## config.mk

```make
export PLATFORM = sky130hd
export DESIGN_NAME = qslp_isqrt
export DESIGN_NICKNAME = d
export VERILOG_FILES = /design/src/qslp_isqrt.sv
export SDC_FILE = /design/constraint.sdc
export NUM_CORES = 1
export LEC_CHECK = 0
export ABC_CLOCK_PERIOD_IN_PS = 3330
export BUFFER_PORTS_ARGS = -buffer_cell sky130_fd_sc_hd__buf_2
export CORE_MARGIN = 10
export CORE_UTILIZATION = 46
export CTS_CLUSTER_DIAMETER = 200
export DETAILED_ROUTE_END_ITERATION = 16
export PLACE_DENSITY = 0.67
export SYNTH_ARGS = -nofsm -noshare
export SYNTH_HDL_FRONTEND = slang
export SYNTH_SLANG_ARGS = --single-unit
```

## constraint.sdc

```tcl
create_clock -name clk -period 3.33 [get_ports clk]
set_input_delay 0.999 -clock clk [delete_from_list [all_inputs] [get_ports clk]]
set_output_delay 0.999 -clock clk [all_outputs]
set_load 0.005 [all_outputs]
```

## src/qslp_isqrt.sv

```systemverilog
// Pipelined integer square root, one root bit per register stage.
// A side tag travels with each value. No package dependencies.
module qslp_isqrt #(
    parameter int IN_W = 31,
    parameter int ROOT_W = 16,
    parameter int TAG_W = 1
) (
    input  logic              clk,
    input  logic              rst_n,
    input  logic              in_valid,
    input  logic [IN_W-1:0]   in_value,
    input  logic [TAG_W-1:0]  in_tag,
    output logic              out_valid,
    output logic [ROOT_W-1:0] out_root,
    output logic [TAG_W-1:0]  out_tag
);

    localparam int CW = 2 * ROOT_W + 1;

    logic              valid_reg [ROOT_W];
    logic [IN_W-1:0]   rem_reg [ROOT_W];
    logic [ROOT_W-1:0] root_reg [ROOT_W];
    logic [TAG_W-1:0]  tag_reg [ROOT_W];

    for (genvar k = 0; k < ROOT_W; k++) begin : g_stage
        localparam int B = ROOT_W - 1 - k;
        logic              valid_i;
        logic [IN_W-1:0]   rem_i;
        logic [ROOT_W-1:0] root_i;
        logic [TAG_W-1:0]  tag_i;
        logic [CW-1:0]     cand;
        logic              take;
        logic [IN_W-1:0]   rem_next;
        logic [ROOT_W-1:0] root_next;

        if (k == 0) begin : g_first
            assign valid_i = in_valid;
            assign rem_i = in_value;
            assign root_i = '0;
            assign tag_i = in_tag;
        end
        else begin : g_later
            assign valid_i = valid_reg[k-1];
            assign rem_i = rem_reg[k-1];
            assign root_i = root_reg[k-1];
            assign tag_i = tag_reg[k-1];
        end

        assign cand = (CW'(root_i) << (B + 1)) + (CW'(1) << (2 * B));
        assign take = CW'(rem_i) >= cand;
        assign rem_next = take ? IN_W'(CW'(rem_i) - cand) : rem_i;
        assign root_next = take ? (root_i | (ROOT_W'(1) << B)) : root_i;

        always_ff @(posedge clk or negedge rst_n)
        begin
            if (!rst_n)
            begin
                valid_reg[k] <= 1'b0;
            end
            else
            begin
                valid_reg[k] <= valid_i;
            end
        end

        always_ff @(posedge clk)
        begin
            rem_reg[k] <= rem_next;
            root_reg[k] <= root_next;
            tag_reg[k] <= tag_i;
        end
    end

    assign out_valid = valid_reg[ROOT_W-1];
    assign out_root = root_reg[ROOT_W-1];
    assign out_tag = tag_reg[ROOT_W-1];

endmodule

```

---- Yosys cells after proc, flatten, opt, wreduce, memory -nomap -nowiden ----
Memories as Yosys holds them, arrays and structs flattened.
Index checks and enable logic that the tools add are counted.
word-level totals
  flip-flop bits (word level) ............. 16
  RAM bits ................................ 768
  input port bits ......................... 35
  word-level logic and storage cells ...... 98
  memories ................................ 3
memory list
  name      depth  width  read ports  clocked after Yosys merged registers in  wr ports  line  source
  rem_reg   16     31     15          0                                        16        21    logic [IN_W-1:0] rem_reg [ROOT_W];
  root_reg  16     16     16          0                                        16        22    logic [ROOT_W-1:0] root_reg [ROOT_W];
  tag_reg   16     1      16          0                                        16        23    logic [TAG_W-1:0] tag_reg [ROOT_W];
cells by class
  add/subtract/negate cells ............... 31
  order comparisons ....................... 16
  mux-type cells .......................... 32
operators by type and width
  operator                  count
  $mux W31                  16
  $sub A31 B31 Y31          5
  $ge A31 B33 Y1            4
  $add A31 B29 Y32 const B  1
  $ge A31 B32 Y1            1
  $add A30 B27 Y31 const B  1
  $ge A31 B22 Y1            1
  $ge A31 B23 Y1            1
  $ge A31 B24 Y1            1
  $ge A31 B25 Y1            1
  $ge A31 B26 Y1            1
  $ge A31 B27 Y1            1
  $ge A31 B28 Y1            1
  $ge A31 B29 Y1            1
  $ge A31 B30 Y1            1
  $ge A31 B31 Y1            1
  $ge A31 B31 Y1 const B    1
  $sub A31 B21 Y31          1
  $sub A31 B22 Y31          1
  $sub A31 B23 Y31          1
  $sub A31 B24 Y31          1
  $sub A31 B25 Y31          1
  $sub A31 B26 Y31          1
  $sub A31 B27 Y31          1
  33 further kinds          33

---- Logic depth before layout (Yosys ltp) ----
Gate-level depths: netlist of the first run.
An unclocked memory read counts as a cell.
  word-level depth ........................ 4
  mapped depth ............................ 11

---- Worst setup path before layout of the first run ----
Ideal clock, no wire load.
  path kind ............................... flip-flop to flip-flop
  from .................................... mem root_reg[13][6], in the netlist root_reg[1][86]
  to ...................................... mem rem_reg[14][9]
  arrival ................................. 2411 ps
  required time ........................... 3209 ps
  slack ................................... 799 ps
  stages on the path, launching flop included .. 10
  buffers on the path ..................... 1
  clock period less this slack ............ 2531 ps
  cells stage by stage .................... dfxtp_1 inv_1 ha_1 o21a_1 o21ai_0 a2111oi_0 nor2_1 o21bai_2 buf_2 mux2_2
RTL lines
  item             line
  start, declared  22
  end, declared    21

==> results of run 1 <==
[placed cells by master, fill, tap and decap left out, types with 8 or more instances in the layout]
cell type | netlist | routed
sky130_fd_sc_hd__nor4_1 | 61 | 61
sky130_fd_sc_hd__a211oi_1 | 17 | 17
sky130_fd_sc_hd__o21a_1 | 26 | 26
sky130_fd_sc_hd__xnor2_1 | 94 | 94
sky130_fd_sc_hd__nand2_1 | 106 | 106
sky130_fd_sc_hd__dfxtp_1 | 617 | 617
sky130_fd_sc_hd__mux2_2 | 25 | 25
sky130_fd_sc_hd__and2_1 | 11 | 11
sky130_fd_sc_hd__clkbuf_1 | 24 | 14
sky130_fd_sc_hd__o31ai_1 | 12 | 12
sky130_fd_sc_hd__and3_1 | 9 | 9
sky130_fd_sc_hd__or4_1 | 14 | 14
sky130_fd_sc_hd__clkbuf_8 | 0 | 11
sky130_fd_sc_hd__nor2b_1 | 19 | 19
sky130_fd_sc_hd__nor2_1 | 153 | 153
sky130_fd_sc_hd__nand2b_1 | 26 | 26
sky130_fd_sc_hd__a21oi_1 | 121 | 121
sky130_fd_sc_hd__inv_1 | 190 | 190
sky130_fd_sc_hd__xor2_1 | 79 | 79
sky130_fd_sc_hd__o211ai_1 | 9 | 9
sky130_fd_sc_hd__nand3b_1 | 8 | 8
sky130_fd_sc_hd__buf_4 | 0 | 18
sky130_fd_sc_hd__nand4_1 | 31 | 31
sky130_fd_sc_hd__buf_2 | 8 | 52
sky130_fd_sc_hd__nor3_1 | 58 | 57
sky130_fd_sc_hd__or3_1 | 27 | 27
sky130_fd_sc_hd__o21ai_0 | 86 | 86
sky130_fd_sc_hd__nand4b_1 | 11 | 11
sky130_fd_sc_hd__dfrtp_1 | 16 | 16
sky130_fd_sc_hd__a31oi_1 | 10 | 10
sky130_fd_sc_hd__nor4b_1 | 11 | 11
sky130_fd_sc_hd__ha_1 | 148 | 148
sky130_fd_sc_hd__clkbuf_16 | 0 | 60
sky130_fd_sc_hd__nand3_1 | 24 | 24
sky130_fd_sc_hd__or2_2 | 9 | 9
sky130_fd_sc_hd__a21o_1 | 36 | 36
sky130_fd_sc_hd__clkinv_2 | 0 | 13
[through the flow]
step	area (µm²)	power (µW)	std cells	util (%)
finish	26200	24400	3017	53.2
global route	26200	25900	3017	53.2
CTS	26200	24600	3017	53.2
detailed placement	24100	17600	2904	49.0
global placement	24100	17400	2904	49.0
floorplan	23000	15700	2203	-
[power breakdown]
group	switching, µW	internal, µW
sequential	1310	9350
clock	2840	4060
combinational	3660	3170
total	7810	16600
[cell families (layout without fill, tap and decap cells)]
kind of cell	count (synthesis)	count (layout)
AOI/OAI and AO/OA	394	394
adders and majority gates	149	149
and+or+nand+nor	596	596
xor gates and xnor gates	173	173
buffers and inverters	224	374
DFF	633	633
other	1	1
muxes	33	33
[layout make-up]
cell class	instances	area (µm²)	area share (%)
flip-flops and latches	633	12800	48.6
clock inverters	28	383	1.46
inverters	191	717	2.73
clock buffers	85	1710	6.51
repair buffers	70	395	1.51
well taps	664	831	3.17
multi-input cells	1346	9430	36.0
[per-layer routing]
layer / wire length (µm) / vias to the layer above / share of wire [%] / GRT usage [%]
met5: 0 / - / 0 / 0
met4: 1670 / 0 / 3.4 / 6.63
met3: 1610 / 118 / 3.3 / 2.37
met2: 26500 / 307 / 55 / 32.0
met1: 18800 / 7298 / 39 / 16.0
li1: - / 7835 / - / -
[path summary, 6_finish.rpt]
check | startpoint | endpoint | slack, ns
max reg2reg | root_reg[1][53]$_DFF_P_ | rem_reg[12][24]$_DFF_P_ | 0.39
min | rst_n | g_stage[7].valid_i$_DFF_PN0_ | 0.27
min reg2reg | root_reg[1][95]$_DFF_P_ | root_reg[1][111]$_DFF_P_ | 0.30
max in group asynchronous | rst_n | g_stage[10].valid_i$_DFF_PN0_ | 2.80
max | root_reg[1][53]$_DFF_P_ | rem_reg[12][24]$_DFF_P_ | 0.39
min in group clk | root_reg[1][95]$_DFF_P_ | root_reg[1][111]$_DFF_P_ | 0.30
[worst max-delay path: cells and delay by family (launching register included)]
family | cells | cell delay (ns)
compound gates | 4 | 1.52
flops | 1 | 0.35
simple gates | 2 | 0.35
fa+ha+maj | 1 | 0.33
xor+xnor | 1 | 0.17
buf+inv | 1 | 0.05
==> metrics, run 1 <==
main combinational cell family by area after synthesis simple AND/OR/NAND/NOR gates; most area-hungry cell type in the Yosys netlist sky130_fd_sc_hd__dfxtp_1; share of cell area taken by muxes after synthesis 1.63%; vias in the first global route 15800; number of instances in the synthesized netlist 2203; number of flops mapped to enable cells by yosys 0; DRC errors left 0; setup slack at placement 0.500 ns; post-synthesis average cell area 10.5 µm²; tightest slew margin relative to the limit 43.3%; area share of the largest cell type after synthesis 53.6%; Critical Path Source Type register; number of clock sinks 633; area fraction in and, or, nand and nor cells after synthesis 13.5%; via count 15600; number of different library cells in the post-synthesis netlist 83; number of max-cap violations 0; Net count, final 2486; Setup Fix Bufs, Post-CTS 0; top-count cell post-synth sky130_fd_sc_hd__dfxtp_1; FF-to-FF path depth 9; Worst Max-Slew Pin Slew 0.843 ns; result of the run complete, no violations; cell area power density 930 mW/mm²; ratio of cells with drive above 1 in the final layout 9.39%; Worst EP required 3.79 ns; Total Routing Usage GR 16.0%; global-route wire length before repair 78.5 mm; clock transition time at the flip-flop clock pins of the worst setup and hold paths 0.06 ns; Min Hold Slack 0.273 ns; commonest register cell after synthesis sky130_fd_sc_hd__dfxtp_1; ranking of synthesized cells by area sky130_fd_sc_hd__dfxtp_1 54%, sky130_fd_sc_hd__ha_1 8.0%, sky130_fd_sc_hd__xnor2_1 3.6%; drt first pass iters 5; Initial Utilization 46.8%; boundary pin count 53; remaining global-route overflow 0; detail-routed via count per cell 5.16; leak pwr 0.0120 µW; Critical Path Max Stage Delay 0.70 ns; Area Growth Syn to Fin 13.8%; antenna violations before repair 0; min setup slack post-route 0.393 ns; chip width 244 µm; number of flip-flops and latches in the synthesized netlist 633; HPWL after DPL 37.8 mm; clock tree from TritonCTS done; number of buffers inserted by port buffering 52; largest vdd supply drop 590 µV; DIE AREA 0.0594 mm²; CP max-delay cell sky130_fd_sc_hd__o31ai_1; post-synthesis instance area 0.0230 mm²; number of routed nets with antenna violations 0; share of flip-flops with an asynchronous set or reset 2.53%; largest clock skew in the final design 0.0853 ns; fin crit share 88.2%; share of synthesized area occupied by flip-flops and latches 55.4%; pin count of the biggest net entering global routing 24; Antenna Diode Count 0; H-tree depth 2; final critical path time including I/O delays and setup 2.94 ns; number of flip-flops under the largest register name 465; Yosys Warn Count 0; kind of path behind the tightest hold check input pin to asynchronous set/reset pin; final setup violation count 0; Die Height 244 µm; TritonCTS buffer count 60; number of max-slew violations in the final report 0; routability-driven placement congestion ratio 0.955; post-cts hold buffer count 0; cells traversed along the worst timing path inv_1, ha_1, a211oi_1, o21ai_0, a21oi_1, nor2_1, o31ai_1, nand4_1, xnor2_1; number of fill cells in the layout 4388; maximum count of clock buffers along a single path 3; insertion delay of the later-clocked pin in the worst-skew pair 0.66 ns; critical-path maximum fanout 6; sum of routed wire length over all layers 48.5 mm; Hold Fails Final Rpt 0; count of instances resized after the clock tree is built 0; setup tns final 0 ns; count of standard-cell rows 81; critical path arrival 3.40 ns; leading post-synthesis cells by instance count 617 x sky130_fd_sc_hd__dfxtp_1, 190 x sky130_fd_sc_hd__inv_1, 153 x sky130_fd_sc_hd__nor2_1, 148 x sky130_fd_sc_hd__ha_1, 121 x sky130_fd_sc_hd__a21oi_1; final routed wire length divided by cell count 16.1 µm; setup repair after global routing missed its margin no; fraction of the mapped netlist area in adder cells 8.13%; xor-xnor portion of the synthesized cell area 6.58%; Starting DRT DRC Count 645; Worst Path Class, Setup register to register; Post-Syn Nets 2387; area of the core 0.0493 mm²; clock root buffer master sky130_fd_sc_hd__clkbuf_16; Crit. End Element register; compound-cell area share of the yosys netlist 11.0%; maximum clock frequency 340 MHz
No activity file was read; power rests on OpenSTA's default activity.
==> run 2: changes to the inputs <==
==> constraint.sdc (replaced) <==
create_clock -name clk -period 3.33 [get_ports clk]
set_input_delay 0.1665 -clock clk [delete_from_list [all_inputs] [get_ports clk]]
set_output_delay 0.1665 -clock clk [all_outputs]
set_load 0.005 [all_outputs]
==> run 2 against run 1 <==
Combinational power barely moved. Clock power is essentially flat. Die area is the same. Fmax is 0.37% lower. Clock skew up 0.0020 ns. Via count increased by 0.60%. Global-route usage increased by 0.20 points. Hold slack got worse by 0.13 ns. Critical path depth did not move. Final cell count rose by 1.2%. Utilization increased by 0.71 points.
==> metrics, run 2 (synthesized netlist as in run 1, its figures left out) <==
Switching Fraction 32.0%; chip width 244 µm; Worst Path Class, Setup register to register; Hold Path Stages 2; largest clock skew in the final design 0.0873 ns; maximum count of clock buffers along a single path 3; DRC errors left 0; internal cell power 16600 µW; DIE AREA 0.0594 mm²; number of max-cap violations 0; H-tree depth 2; count of standard-cell rows 81; Die Height 244 µm; Crit. End Element register; sum of routed wire length over all layers 49.0 mm; drt first pass iters 5; final setup violation count 0; tightest slew margin relative to the limit 43.1%; insertion delay of the later-clocked pin in the worst-skew pair 0.66 ns; pin count of the biggest net entering global routing 24; kind of path behind the tightest hold check input pin to register; detail-routed via count per cell 5.13; Total Routing Usage GR 16.2%; final critical path time including I/O delays and setup 2.95 ns; boundary pin count 53; critical-path maximum fanout 6; clock tree from TritonCTS done; routability-driven placement congestion ratio 0.955; Worst Max-Slew Pin Slew 0.847 ns; FF-to-FF path depth 9; area of the core 0.0493 mm²; logic depth of the worst setup path including buffers 9; cells traversed along the worst timing path inv_1, ha_1, a211oi_1, o21ai_0, a21oi_1, nor2_1, o31ai_1, nand4b_1, xnor2_1; ratio of cells with drive above 1 in the final layout 9.25%; commonest cells after routing, fill and taps aside 617 x sky130_fd_sc_hd__dfxtp_1, 190 x sky130_fd_sc_hd__inv_1, 153 x sky130_fd_sc_hd__nor2_1; result of the run complete, no violations; CP delay by family, top compound AO/OA/AOI/OAI gates; maximum clock frequency 339 MHz; Setup Fix Bufs, Post-CTS 0; vias in the first global route 16000; via count 15700; fin crit share 88.5%; final routed wire length divided by cell count 16.0 µm; Antenna Diode Count 0; clock transition time at the flip-flop clock pins of the worst setup and hold paths 0.06 ns; Critical Path Max Stage Delay 0.70 ns; net load switching power 7820 µW; buffer and inverter count on the worst path 1; HPWL after DPL 37.8 mm; number of clock sinks 633; share of total power in sequential cells 43.6%; cell area power density 919 mW/mm²; Net count, final 2521; leading cell type in the layout, fill and taps excluded sky130_fd_sc_hd__dfxtp_1; leak pwr 0.0121 µW; number of fill cells in the layout 4342; Area Growth Syn to Fin 15.3%; largest vdd supply drop 587 µV; Critical Path Source Type register; count of instances resized after the clock tree is built 0; clock root buffer master sky130_fd_sc_hd__clkbuf_16; number of buffers inserted by port buffering 52; global-route wire length before repair 79.5 mm; TritonCTS buffer count 60; Initial Utilization 46.8%; Hold Fails Final Rpt 0; setup repair after global routing missed its margin no; number of max-slew violations in the final report 0; Clock power frac 28.3%; antenna violations before repair 0; Starting DRT DRC Count 708; setup tns final 0 ns; number of routed nets with antenna violations 0; Core Util, Final 53.9%; Worst EP required 3.79 ns; number of flip-flops under the largest register name 465; remaining global-route overflow 0; CP max-delay cell sky130_fd_sc_hd__o31ai_1; critical path arrival 3.41 ns; Comb power frac 28.1%
[run 2: power by group through the flow]
| stage | Clock, µW | Sequential (µW) | Combinational [µW] |
|---|---|---|---|
| after CTS | 7080 | 10700 | 6840 |
| after global routing | 7390 | 10800 | 7680 |
| after detailed placement | 0 | 10800 | 6760 |
| final | 6910 | 10700 | 6850 |
| after floorplan | 0 | 10300 | 5420 |
| after global placement | 0 | 10800 | 6590 |
[run 2: final cells by class]
class / count / area [µm²] / share of cell area (%)
clock buffers: 85 / 1710 / 6.42
well taps: 664 / 831 / 3.13
multi-input cells: 1346 / 9430 / 35.5
clock inverters: 28 / 383 / 1.44
repair buffers: 105 / 746 / 2.81
inverters: 191 / 717 / 2.70
flip-flops and latches: 633 / 12800 / 48.0
[run 2: path summary, 6_finish.rpt]
path                                         start                            end  slack [ns]
setup / recovery           root_reg[1][53]$_DFF_P_        rem_reg[12][28]$_DFF_P_        0.38
hold / removal                        in_value[22]         rem_reg[0][22]$_DFF_P_        0.14
setup reg to reg           root_reg[1][53]$_DFF_P_        rem_reg[12][28]$_DFF_P_        0.38
hold reg to reg            root_reg[1][95]$_DFF_P_       root_reg[1][111]$_DFF_P_        0.30
max in group asynchronous                    rst_n  g_stage[10].valid_i$_DFF_PN0_        2.22
min in group asynchronous                    rst_n  g_stage[14].valid_i$_DFF_PN0_        0.66
[run 2: what timing repair did]
item / in CTS / in global routing
hold buffers: 35 / 0
endpoints found under the hold margin: 49 / 0
setup endpoints to repair: 0 / 0
[run 2: per-layer routing]
layer | vias to the layer above | share of wire (%) | track usage [%]
met5 | - | 0 | 0
met4 | 0 | 3.4 | 6.63
met3 | 120 | 3.2 | 2.44
met2 | 271 | 55 | 32.5
met1 | 7356 | 38 | 16.1
li1 | 7904 | - | -
[run 2: through the flow]
step / worst slack [ns] / hold slack, ns / power (µW) / instances / area [µm²]
final: 0.382 / 0.141 / 24400 / 3052 / 26600
after global routing: 0.152 / 0.125 / 25900 / 3052 / 26600
after detailed placement: 0.500 / 0.0985 / 17600 / 2904 / 24100
after floorplan: 0.799 / -0.129 / 15700 / 2203 / 23000
after CTS: 0.471 / 0.0981 / 24600 / 3052 / 26600
after global placement: 0.533 / 0.0703 / 17400 / 2904 / 24100
